**src/design/ctb_pkg.sv**
```systemverilog
// Shared codes for the cursor text buffer: operation and status encodings.
// No dependencies; imported by cursor_text_buffer.
package ctb_pkg;

   typedef logic [2:0] op_code_type;
   typedef logic [1:0] status_type;

   localparam op_code_type OP_FORWARD = 3'd0;
   localparam op_code_type OP_BACK    = 3'd1;
   localparam op_code_type OP_START   = 3'd2;
   localparam op_code_type OP_END     = 3'd3;
   localparam op_code_type OP_INSERT  = 3'd4;
   localparam op_code_type OP_DELETE  = 3'd5;
   localparam op_code_type OP_READ    = 3'd6;

   localparam status_type STATUS_OK        = 2'd0;
   localparam status_type STATUS_FULL      = 2'd1;
   localparam status_type STATUS_BAD_INDEX = 2'd2;

endpackage

```
**src/design/cursor_text_buffer.sv**
```systemverilog
// Cursor text buffer top level: byte store in a one-port-write, one-port-read
// synchronous RAM, cursor and length counters, shift sequencer. Uses ctb_pkg.
//
//   channel  dir  handshake             payload
//   req_     in   req_tvalid/tready     req_tdata  op, char_in, read_index
//   rsp_     out  rsp_tvalid/tready     rsp_tdata  cursor_pos, text_length,
//                                                  char_out, status
//
// Cursor moves and refused ops go from idle to the result state, a read through a
// read-wait state. Insert and delete shift bytes in the RAM, one byte per cycle,
// each read and then written back from the registered read data.
// A new request is taken only while the sequencer is idle; a finished response
// may still wait in the output register. Reset clears cursor, length and the
// handshake state; the RAM contents are not cleared.
module cursor_text_buffer
   import ctb_pkg::*;
#(
   parameter int CAPACITY = 256
) (
   input  logic        clock,
   input  logic        reset,
   input  logic        req_tvalid,
   output logic        req_tready,
   input  logic [23:0] req_tdata,   // [2:0] op, [10:3] char_in, [18:11] read_index
   output logic        rsp_tvalid,
   input  logic        rsp_tready,
   output logic [31:0] rsp_tdata    // [8:0] cursor_pos, [17:9] text_length,
                                    // [25:18] char_out, [27:26] status
);

   localparam int AW = (CAPACITY > 1) ? $clog2(CAPACITY) : 1;
   localparam int CW = $clog2(CAPACITY + 1);

   typedef enum logic [2:0] {
      S_IDLE,
      S_READ_WAIT,
      S_SHIFT_UP,
      S_SHIFT_DN,
      S_PUT,
      S_RESULT
   } state_type;

   state_type    state_ff;
   logic [CW-1:0] cursor_ff;
   logic [CW-1:0] length_ff;
   logic [AW-1:0] ptr_ff;
   logic [7:0]   char_ff;
   logic [7:0]   res_char_ff;
   status_type   res_status_ff;
   logic         rsp_tvalid_ff;
   logic [8:0]   rsp_cursor_ff;
   logic [8:0]   rsp_length_ff;
   logic [7:0]   rsp_char_ff;
   status_type   rsp_status_ff;

   // byte store
   logic [7:0]   mem [CAPACITY];
   logic [7:0]   mem_rdata_ff;
   logic [AW-1:0] mem_raddr;
   logic [AW-1:0] mem_waddr;
   logic [7:0]   mem_wdata;
   logic         mem_we;

   op_code_type  req_op;
   logic [7:0]   req_char;
   logic [7:0]   req_idx;
   logic         req_fire;
   logic         rsp_free;

   logic [AW-1:0] cur_a;
   logic [AW-1:0] len_a;
   logic [AW-1:0] len_m1_a;
   logic [AW-1:0] cur_p1_a;
   logic [AW+7:0] idx_wide;
   logic [AW-1:0] idx_a;
   logic [CW+7:0] idx_cmp;
   logic [CW+7:0] len_cmp;
   logic         idx_bad;
   logic [CW+8:0] cur_ext;
   logic [CW+8:0] len_ext;

   assign req_op   = req_tdata[2:0];
   assign req_char = req_tdata[10:3];
   assign req_idx  = req_tdata[18:11];

   assign req_tready = (state_ff == S_IDLE);
   assign req_fire   = req_tvalid && req_tready;
   assign rsp_free   = !rsp_tvalid_ff || rsp_tready;

   assign cur_a    = cursor_ff[AW-1:0];
   assign len_a    = length_ff[AW-1:0];
   assign len_m1_a = len_a - AW'(1);
   assign cur_p1_a = cur_a + AW'(1);
   assign idx_wide = {{AW{1'b0}}, req_idx};
   assign idx_a    = idx_wide[AW-1:0];
   assign idx_cmp  = {{CW{1'b0}}, req_idx};
   assign len_cmp  = {8'b0, length_ff};
   assign idx_bad  = (idx_cmp >= len_cmp);
   assign cur_ext  = {9'b0, cursor_ff};
   assign len_ext  = {9'b0, length_ff};

   // RAM address and write selection
   always_comb begin
      mem_raddr = ptr_ff - AW'(1);
      mem_waddr = cur_a;
      mem_wdata = char_ff;
      mem_we    = 1'b0;
      case (state_ff)
         S_IDLE: begin
            if (req_op == OP_INSERT) begin
               mem_raddr = len_m1_a;
            end else if (req_op == OP_DELETE) begin
               mem_raddr = cur_p1_a;
            end else begin
               mem_raddr = idx_a;
            end
         end
         S_SHIFT_UP: begin
            mem_raddr = ptr_ff - AW'(1);
            mem_waddr = ptr_ff + AW'(1);
            mem_wdata = mem_rdata_ff;
            mem_we    = 1'b1;
         end
         S_SHIFT_DN: begin
            mem_raddr = ptr_ff + AW'(1);
            mem_waddr = ptr_ff - AW'(1);
            mem_wdata = mem_rdata_ff;
            mem_we    = 1'b1;
         end
         S_PUT: begin
            mem_waddr = cur_a;
            mem_wdata = char_ff;
            mem_we    = 1'b1;
         end
         default: begin
            mem_we = 1'b0;
         end
      endcase
   end

   always_ff @(posedge clock) begin
      if (mem_we) begin
         mem[mem_waddr] <= mem_wdata;
      end
      mem_rdata_ff <= mem[mem_raddr];
   end

   always_ff @(posedge clock) begin
      if (reset) begin
         state_ff      <= S_IDLE;
         cursor_ff     <= '0;
         length_ff     <= '0;
         rsp_tvalid_ff <= 1'b0;
      end else begin
         // in S_RESULT the response register is reloaded below instead
         if (rsp_tvalid_ff && rsp_tready && (state_ff != S_RESULT)) begin
            rsp_tvalid_ff <= 1'b0;
         end
         case (state_ff)
            S_IDLE: begin
               if (req_fire) begin
                  char_ff       <= req_char;
                  res_char_ff   <= 8'd0;
                  res_status_ff <= STATUS_OK;
                  state_ff      <= S_RESULT;
                  case (req_op)
                     OP_FORWARD: begin
                        if (cursor_ff < length_ff) begin
                           cursor_ff <= cursor_ff + CW'(1);
                        end
                     end
                     OP_BACK: begin
                        if (cursor_ff != '0) begin
                           cursor_ff <= cursor_ff - CW'(1);
                        end
                     end
                     OP_START: begin
                        cursor_ff <= '0;
                     end
                     OP_END: begin
                        cursor_ff <= length_ff;
                     end
                     OP_INSERT: begin
                        if (length_ff >= CW'(CAPACITY)) begin
                           res_status_ff <= STATUS_FULL;
                        end else if (length_ff > cursor_ff) begin
                           ptr_ff   <= len_m1_a;
                           state_ff <= S_SHIFT_UP;
                        end else begin
                           state_ff <= S_PUT;
                        end
                     end
                     OP_DELETE: begin
                        if (cursor_ff < length_ff) begin
                           if (cursor_ff + CW'(1) < length_ff) begin
                              ptr_ff   <= cur_p1_a;
                              state_ff <= S_SHIFT_DN;
                           end else begin
                              length_ff <= length_ff - CW'(1);
                           end
                        end
                     end
                     OP_READ: begin
                        if (idx_bad) begin
                           res_status_ff <= STATUS_BAD_INDEX;
                        end else begin
                           state_ff <= S_READ_WAIT;
                        end
                     end
                     default: begin
                        res_status_ff <= STATUS_OK;
                     end
                  endcase
               end
            end
            S_READ_WAIT: begin
               res_char_ff <= mem_rdata_ff;
               state_ff    <= S_RESULT;
            end
            S_SHIFT_UP: begin
               // ptr_ff is the source byte whose data sits in mem_rdata_ff
               if (ptr_ff == cur_a) begin
                  state_ff <= S_PUT;
               end else begin
                  ptr_ff <= ptr_ff - AW'(1);
               end
            end
            S_SHIFT_DN: begin
               if (ptr_ff == len_m1_a) begin
                  length_ff <= length_ff - CW'(1);
                  state_ff  <= S_RESULT;
               end else begin
                  ptr_ff <= ptr_ff + AW'(1);
               end
            end
            S_PUT: begin
               length_ff <= length_ff + CW'(1);
               cursor_ff <= cursor_ff + CW'(1);
               state_ff  <= S_RESULT;
            end
            S_RESULT: begin
               if (rsp_free) begin
                  rsp_tvalid_ff <= 1'b1;
                  rsp_cursor_ff <= cur_ext[8:0];
                  rsp_length_ff <= len_ext[8:0];
                  rsp_char_ff   <= res_char_ff;
                  rsp_status_ff <= res_status_ff;
                  state_ff      <= S_IDLE;
               end
            end
            default: begin
               state_ff <= S_IDLE;
            end
         endcase
      end
   end

   assign rsp_tvalid = rsp_tvalid_ff;
   assign rsp_tdata  = {4'b0, rsp_status_ff, rsp_char_ff, rsp_length_ff, rsp_cursor_ff};

`ifndef ASSERT_OFF
   a_cursor_in_text: assert property (@(posedge clock) disable iff (reset)
      cursor_ff <= length_ff)
      else $error("cursor beyond text length");

   a_length_in_range: assert property (@(posedge clock) disable iff (reset)
      length_ff <= CW'(CAPACITY))
      else $error("text length beyond capacity");

   a_no_write_idle: assert property (@(posedge clock) disable iff (reset)
      (state_ff == S_IDLE) |-> !mem_we)
      else $error("store written while sequencer idle");

   a_accept_leaves_idle: assert property (@(posedge clock) disable iff (reset)
      req_fire |=> (state_ff != S_IDLE))
      else $error("request accepted without starting work");
`endif

endmodule

```
**config.mk**
```make
export PLATFORM = sky130hd
export DESIGN_NAME = cursor_text_buffer
export DESIGN_NICKNAME = d
export VERILOG_FILES = /design/src/design/ctb_pkg.sv /design/src/design/cursor_text_buffer.sv
export SDC_FILE = /design/constraint.sdc
export NUM_CORES = 2
export LEC_CHECK = 0
export ABC_AREA = 1
export BUFFER_PORTS_ARGS = -buffer_cell sky130_fd_sc_hd__buf_2
export CAP_MARGIN = 10
export CORE_AREA = 5 5 437 547
export DETAILED_ROUTE_END_ITERATION = 8
export DIE_AREA = 0 0 442 552
export GPL_TIMING_DRIVEN = 1
export PLACE_DENSITY_LB_ADDON = 0.25
export SLEW_MARGIN = 25
export SYNTH_ARGS = -nofsm -noshare
export SYNTH_HDL_FRONTEND = slang
export SYNTH_SLANG_ARGS = --single-unit
export TNS_END_PERCENT = 50
```
**constraint.sdc**
```tcl
create_clock -name clock -period 14.95 [get_ports clock]
set_clock_uncertainty 0.15 [all_clocks]
set_input_delay 1.495 -clock clock [delete_from_list [all_inputs] [get_ports clock]]
set_output_delay 1.495 -clock clock [all_outputs]
set_load 0.02 [all_outputs]
```
# Yosys cells after proc, flatten, opt, wreduce, memory -nomap -nowiden
# Memory sizes are Yosys's and may differ from the RTL's. A register that Yosys moved wholly into a read port is not among the register bits.
# Cells that the tools add are included.
# classes
addsub	8
n_lt_le_gt_ge	5
n_eq_ne	31
n_mux	47
n_bitwise	1
reduce_logical	22
# op_table
operator	count
8-bit 2-to-1 mux	11
9-bit 2-to-1 mux	8
8-bit one-hot mux with 2 select lines	4
9-bit one-hot mux with 4 select lines	1
3-bit 2-to-1 mux	9
9-bit one-hot mux with 3 select lines	1
8-bit one-hot mux with 3 select lines	1
9-bit by 1-bit adder with 9-bit output (second input constant)	2
9-bit less-than comparator	2
9-bit one-hot mux with 2 select lines	1
9-bit by 1-bit subtractor with 9-bit output (second input constant)	2
8-bit by 1-bit adder with 8-bit output (second input constant)	2
8-bit == test	2
8-bit by 1-bit subtractor with 8-bit output (second input constant)	2
3-bit == test (second input constant)	5
3-bit one-hot mux with 5 select lines	1
3-bit by 2-bit == test with 1-bit output (second input constant)	4
2-bit inequality test (second input constant)	6
3-bit inequality test (second input constant)	4
10-bit AND reduction	1
8-bit by 9-bit >= comparator with 1-bit output	1
9-bit >= comparator (second input constant)	1
9-bit greater-than comparator	1
3-bit by 2-bit inequality test with 1-bit output (second input constant)	3
22 further kinds	39
# totals
ff_bits	76
ram_bits	2048
input_bits	28
output_inout_bits	34
memories	1
# mem_list
memory	depth	word_bits	rd	rd_ports_with_merged_regs	wr	line_no	text
mem	256	8	1	1	1	cursor_text_buffer.sv:57	logic [7:0] mem [CAPACITY];

# Logic depth before layout (Yosys ltp)
# logic_depth
ltp_word	7
mapped_depth	19
ltp_nobuf	18

# Worst setup path before layout
# No wires, ideal clock.
# synth_path
path_type	register to register
from	register state_ff[1]
to	memory mem[0][0] (data pin)
setup_ps	2189
t_arrival_ps	11145
t_required_ps	12611
path_slack_ps	1467
stages_incl_launch_ff	9
path_buffers	2
synth_period_minus_slack_ps	13483
cell_sequence	dfxtp_1 nand2_1 nor2_2 inv_2 nand2_2 inv_2 buf_2 clkbuf_1 o21ai_0
# synth_via
elab_chain_cells	3
# synth_rtl
element	line_no	text
from (decl)	cursor_text_buffer.sv:43	state_type state_ff;
from (signal assigned)	cursor_text_buffer.sv:150	state_ff <= S_IDLE;
from (signal assigned)	cursor_text_buffer.sv:165	state_ff <= S_RESULT;
from (signal assigned)	cursor_text_buffer.sv:188	state_ff <= S_SHIFT_UP;
3-bit by 2-bit == test with 1-bit output	cursor_text_buffer.sv:108	case (state_ff)
2-bit OR reduction (no line) *	n/a	
8-bit 2-to-1 mux *	cursor_text_buffer.sv:108	
named net mem_wdata[0]	cursor_text_buffer.sv:61	logic [7:0] mem_wdata;
to (decl)	cursor_text_buffer.sv:57	
# The timed path passes the listed nets; every way through them passes the cells marked *.

# Final worst setup path
# layout_path
from	input req_tdata[1]
to	register mem_rdata_ff[1], read port of mem
# layout_via
elab_chain_cells	4
# layout_rtl
element	line_no	text
from (decl)	cursor_text_buffer.sv:24	input logic [23:0] req_tdata,
3-bit == test	cursor_text_buffer.sv:112	end else if (req_op == OP_DELETE) begin
8-bit 2-to-1 mux	cursor_text_buffer.sv:112	
8-bit 2-to-1 mux *	cursor_text_buffer.sv:110	if (req_op == OP_INSERT) begin
8-bit one-hot mux with 2 select lines *	cursor_text_buffer.sv:108	
to (decl)	cursor_text_buffer.sv:58	logic [7:0] mem_rdata_ff;
# Mark *: on every way between the ends. The rest lies on a longest branch, timed or not.
# A chain may end at the register's enable or synchronous reset.

==> summary.txt <==
Initial antenna violation count: 5
DRC viols: 0
Post-synthesis compound-gate area fraction: 4.94%
Setup CP Type: in -> reg
Synth top area cells: edfxtp_1 (68%), nand2_1 (10%), nand3_1 (5.6%), inv_1 (3.4%), o21ai_1 (2.6%)
Fmax: 0.155 GHz
Synth unique cells: 53
Max capacitance violation total: 0
Clk Latency, worst-skew pair: 850 ps
CTS Hold Bufs: 0
Synth Area in XOR/XNOR: 0.321%
Worst EP required: 15570 ps
Final setup margin: 8480 ps
First-pass GRT wire length: 380000 µm
Final HPWL DP: 140000 µm
RSZ-0062 raised after global routing: no
Mean post-synth cell area: 10.7 µm²
Critical Path, Cell by Cell: buf_2 -> inv_2 -> nand3_1 -> nand2_1 -> nand2_1 -> nand2_8 -> nand3_4 -> buf_12 -> buf_4 -> nand2_1 -> o21ai_1 -> nand2_1 -> nand3_1 -> nand3_1 -> nand3_1 -> nand3_1 -> nand3_1 -> nand3_1 -> nand2_1
Gpl congestion: 0.875
Placeable Area: 0.234 mm²
Layout cells sized above 1: 5.64%
Crit end category: flop
Bufs on Longest Clock Path: 4
Remaining antenna violation count: 0
Vias: 62000
Nets: 8552
TritonRoute pass-1 iters: 6
Vias per Instance: 5.28
Overflow after GRT: 0
Synth area leader: edfxtp_1
Reg-to-reg critical path endpoint: mem_rdata_ff[1]$_DFF_P_
Slowest CP cell: nand3_4
Final Hold Fails: 0
IO Port Bufs: 52
PostCTS Resize Cnt: 0
Worst hold endpoint: rsp_char_ff[7]$_DFFE_PP_
Sequential share of power: 31.5%
Fin crit period: 6470 ps
Final WL: 255000 µm
Reg2Reg Depth: 16
Main combinational cell family by area after synthesis: simple AND/OR/NAND/NOR gates
Register area share after synthesis: 68.7%
Hold Crit Class: reg -> reg
Run status: complete, no violations
Tot GR Track Use: 20.3%
H-tree Lvls: 4
Clock sinks: 2132
Clock root buffer: clkbuf_16
Die H: 552 µm
Setup TNS Final: 0 ps
Initial Util: 39.7%
Pre-CTS setup slack: 7930 ps
Die area: 0.244 mm²
Final period util: 43.3%
Clock transition at path regs: 60 ps
Internal power: 13.0 mW
Largest net degree at the start of global routing: 230
Most used cell, CP: nand3_1
Fillers: 21800
Sw frac: 46.2%
Die Width: 442 µm
Starting DRT DRC Count: 6277
Number of synthesis warnings: 0
Startpoint Class: input port
Area grow syn2layout: 9.60%
Post-Synth Simple-Gate Area: 19.3%
Syn Inst Count: 8693
RR Startpoint: cursor_ff[0]$_SDFFE_PP0P_
Mapped cell area: 0.0928 mm²
Yosys top cell area share: 68.0%
FF+latch count, synth: 2132
Hold depth: 0
Leakage: 37.9 nW
VDD IR max: 0.292 mV
Combinational share of power: 47.9%
CP Launch Point: req_tdata[1]
# rows: 199
CTS tree: yes
NetSw: 11.2 mW
CP arrival: 7080 ps
FF-to-FF setup slack: 8920 ps
Power Density: 238 mW/mm²
Post-Synth Adder-Cell Area: 0.520%
Tightest Pin Transition: 1110 ps
Mux cell area share after synthesis: 0%
Clk pwr share: 20.7%
Wire per inst: 21.7 µm
I/O Pins: 62
Worst slew margin: 25.4%
Max stage delay on crit path: 820 ps
Post-CTS setup buffers: 0
Final setup fails: 0
Number of global-route vias before repair: 58800
Worst hold start: res_char_ff[7]$_SDFFCE_PN0P_
Max Fanout on Critical Path: 184
Max-slew violations: 0
CTS buffer count: 207
routing by layer:
layer | share of wire [%] | vias up | GRT usage, % | wire [µm]
met5 | 0.0094 | - | 0 | 24
met4 | 3.6 | 4 | 7.18 | 9090
met3 | 7.2 | 454 | 3.23 | 18400
met2 | 48 | 2231 | 33.8 | 123000
met1 | 41 | 30000 | 26.9 | 105000
li1 | - | 29300 | - | -
logic make-up after synthesis:
family,Yosys count
adder cells (fa/ha/maj),38
XOR/XNOR,34
buffers and inverters,1408
AO/OA/AOI/OAI,888
AND/OR/NAND/NOR,4192
flip-flops,2132
other,1
synth_stat cells (all sizes together):
| master | count |
|---|---|
| clkinv | 1 |
| o21bai | 1 |
| o21a | 1 |
| a221o | 2 |
| nor3 | 12 |
| o211ai | 17 |
| a21oi | 46 |
| a22oi | 2 |
| edfxtp | 2102 |
| o2111ai | 4 |
| nand3 | 1043 |
| a211o | 1 |
| inv | 848 |
| nor2 | 348 |
| xnor2 | 10 |
| nor4 | 1 |
| buf | 417 |
| a31oi | 2 |
| o21ai | 799 |
| xor2 | 24 |
| fa | 1 |
| ha | 37 |
| o221ai | 2 |
| nand3b | 1 |
| o32ai | 1 |
| nand4 | 287 |
| clkbuf | 142 |
| dfxtp | 30 |
| nand2 | 2494 |
| a2111oi | 1 |
| conb | 1 |
| or2 | 6 |
| a211oi | 3 |
| a221oi | 1 |
| o22ai | 3 |
| o41ai | 1 |
| a21o | 1 |
how the worst max path moves through the flow:
stage                              endpoint  slack [ps]  depth (start not counted)
floorplan               mem[0][0]$_DFFE_PP_        1470                          8
global placement    mem_rdata_ff[3]$_DFF_P_        7940                         19
detailed placement  mem_rdata_ff[3]$_DFF_P_        7930                         19
CTS                 mem_rdata_ff[3]$_DFF_P_        8810                         19
global route        mem_rdata_ff[1]$_DFF_P_        8200                         19
finish              mem_rdata_ff[1]$_DFF_P_        8480                         19
power groups by stage:
stage / logic, mW / registers (mW) / clock network, mW
floorplan: 7.45 / 8.27 / 0
global placement: 11.4 / 7.72 / 0
detailed placement: 11.5 / 7.72 / 0
CTS: 11.5 / 7.60 / 5.09
global route: 12.6 / 7.61 / 5.33
finish: 11.6 / 7.60 / 5.00
sequential cells by signal (all words and copies together), names as in the netlist:
name,count
ptr_ff,8
res_status_ff,2
mem,2048
rsp_status_ff,2
rsp_char_ff,8
length_ff,9
mem_rdata_ff,8
state_ff,3
res_char_ff,8
cursor_ff,9
char_ff,8
rsp_cursor_ff,9
rsp_tvalid,1
rsp_length_ff,9
cell usage in the layout, fill, tap and decap left out, drive strengths merged, types with 30 or more instances in the layout:
master  synthesis  layout
ha             37      37
o21ai         799     799
nand4         287     287
nor2          348     348
clkinv          1      74
inv           848     852
nand2        2494    2494
dfxtp          30      30
a21oi          46      46
buf           417     140
clkbuf        142     269
nand3        1043    1043
edfxtp       2102    2102
worst max-delay path, delay by kind of cell:
family	cells	cell delay, ps
AO/OA/AOI/OAI	1	120
AND/OR/NAND/NOR	14	3410
buffers and inverters	4	1570
per-stage QoR:
stage	cells	instance area (µm²)	util [%]	hold WS [ps]	power [mW]
floorplan	8696	92800	-	250	15.7
global placement	11400	95400	40.8	255	19.1
detailed placement	11400	95400	40.8	259	19.2
CTS	11800	102000	43.5	272	24.2
global route	11800	102000	43.5	278	25.5
finish	11800	102000	43.5	268	24.2
final cells by class:
cell class              count  area, µm²  share of cell area, %
inverters                 849       3200                   3.14
flip-flops and latches   2132      63700                   62.6
well taps                3115       3900                   3.83
clock buffers             269       5490                   5.39
clock inverters            93        791                  0.777
multi-input cells        5156      23500                   23.1
diodes                      4       10.0                0.00984
repair buffers            140       1120                   1.10
Power figures use the tool's default switching activity.
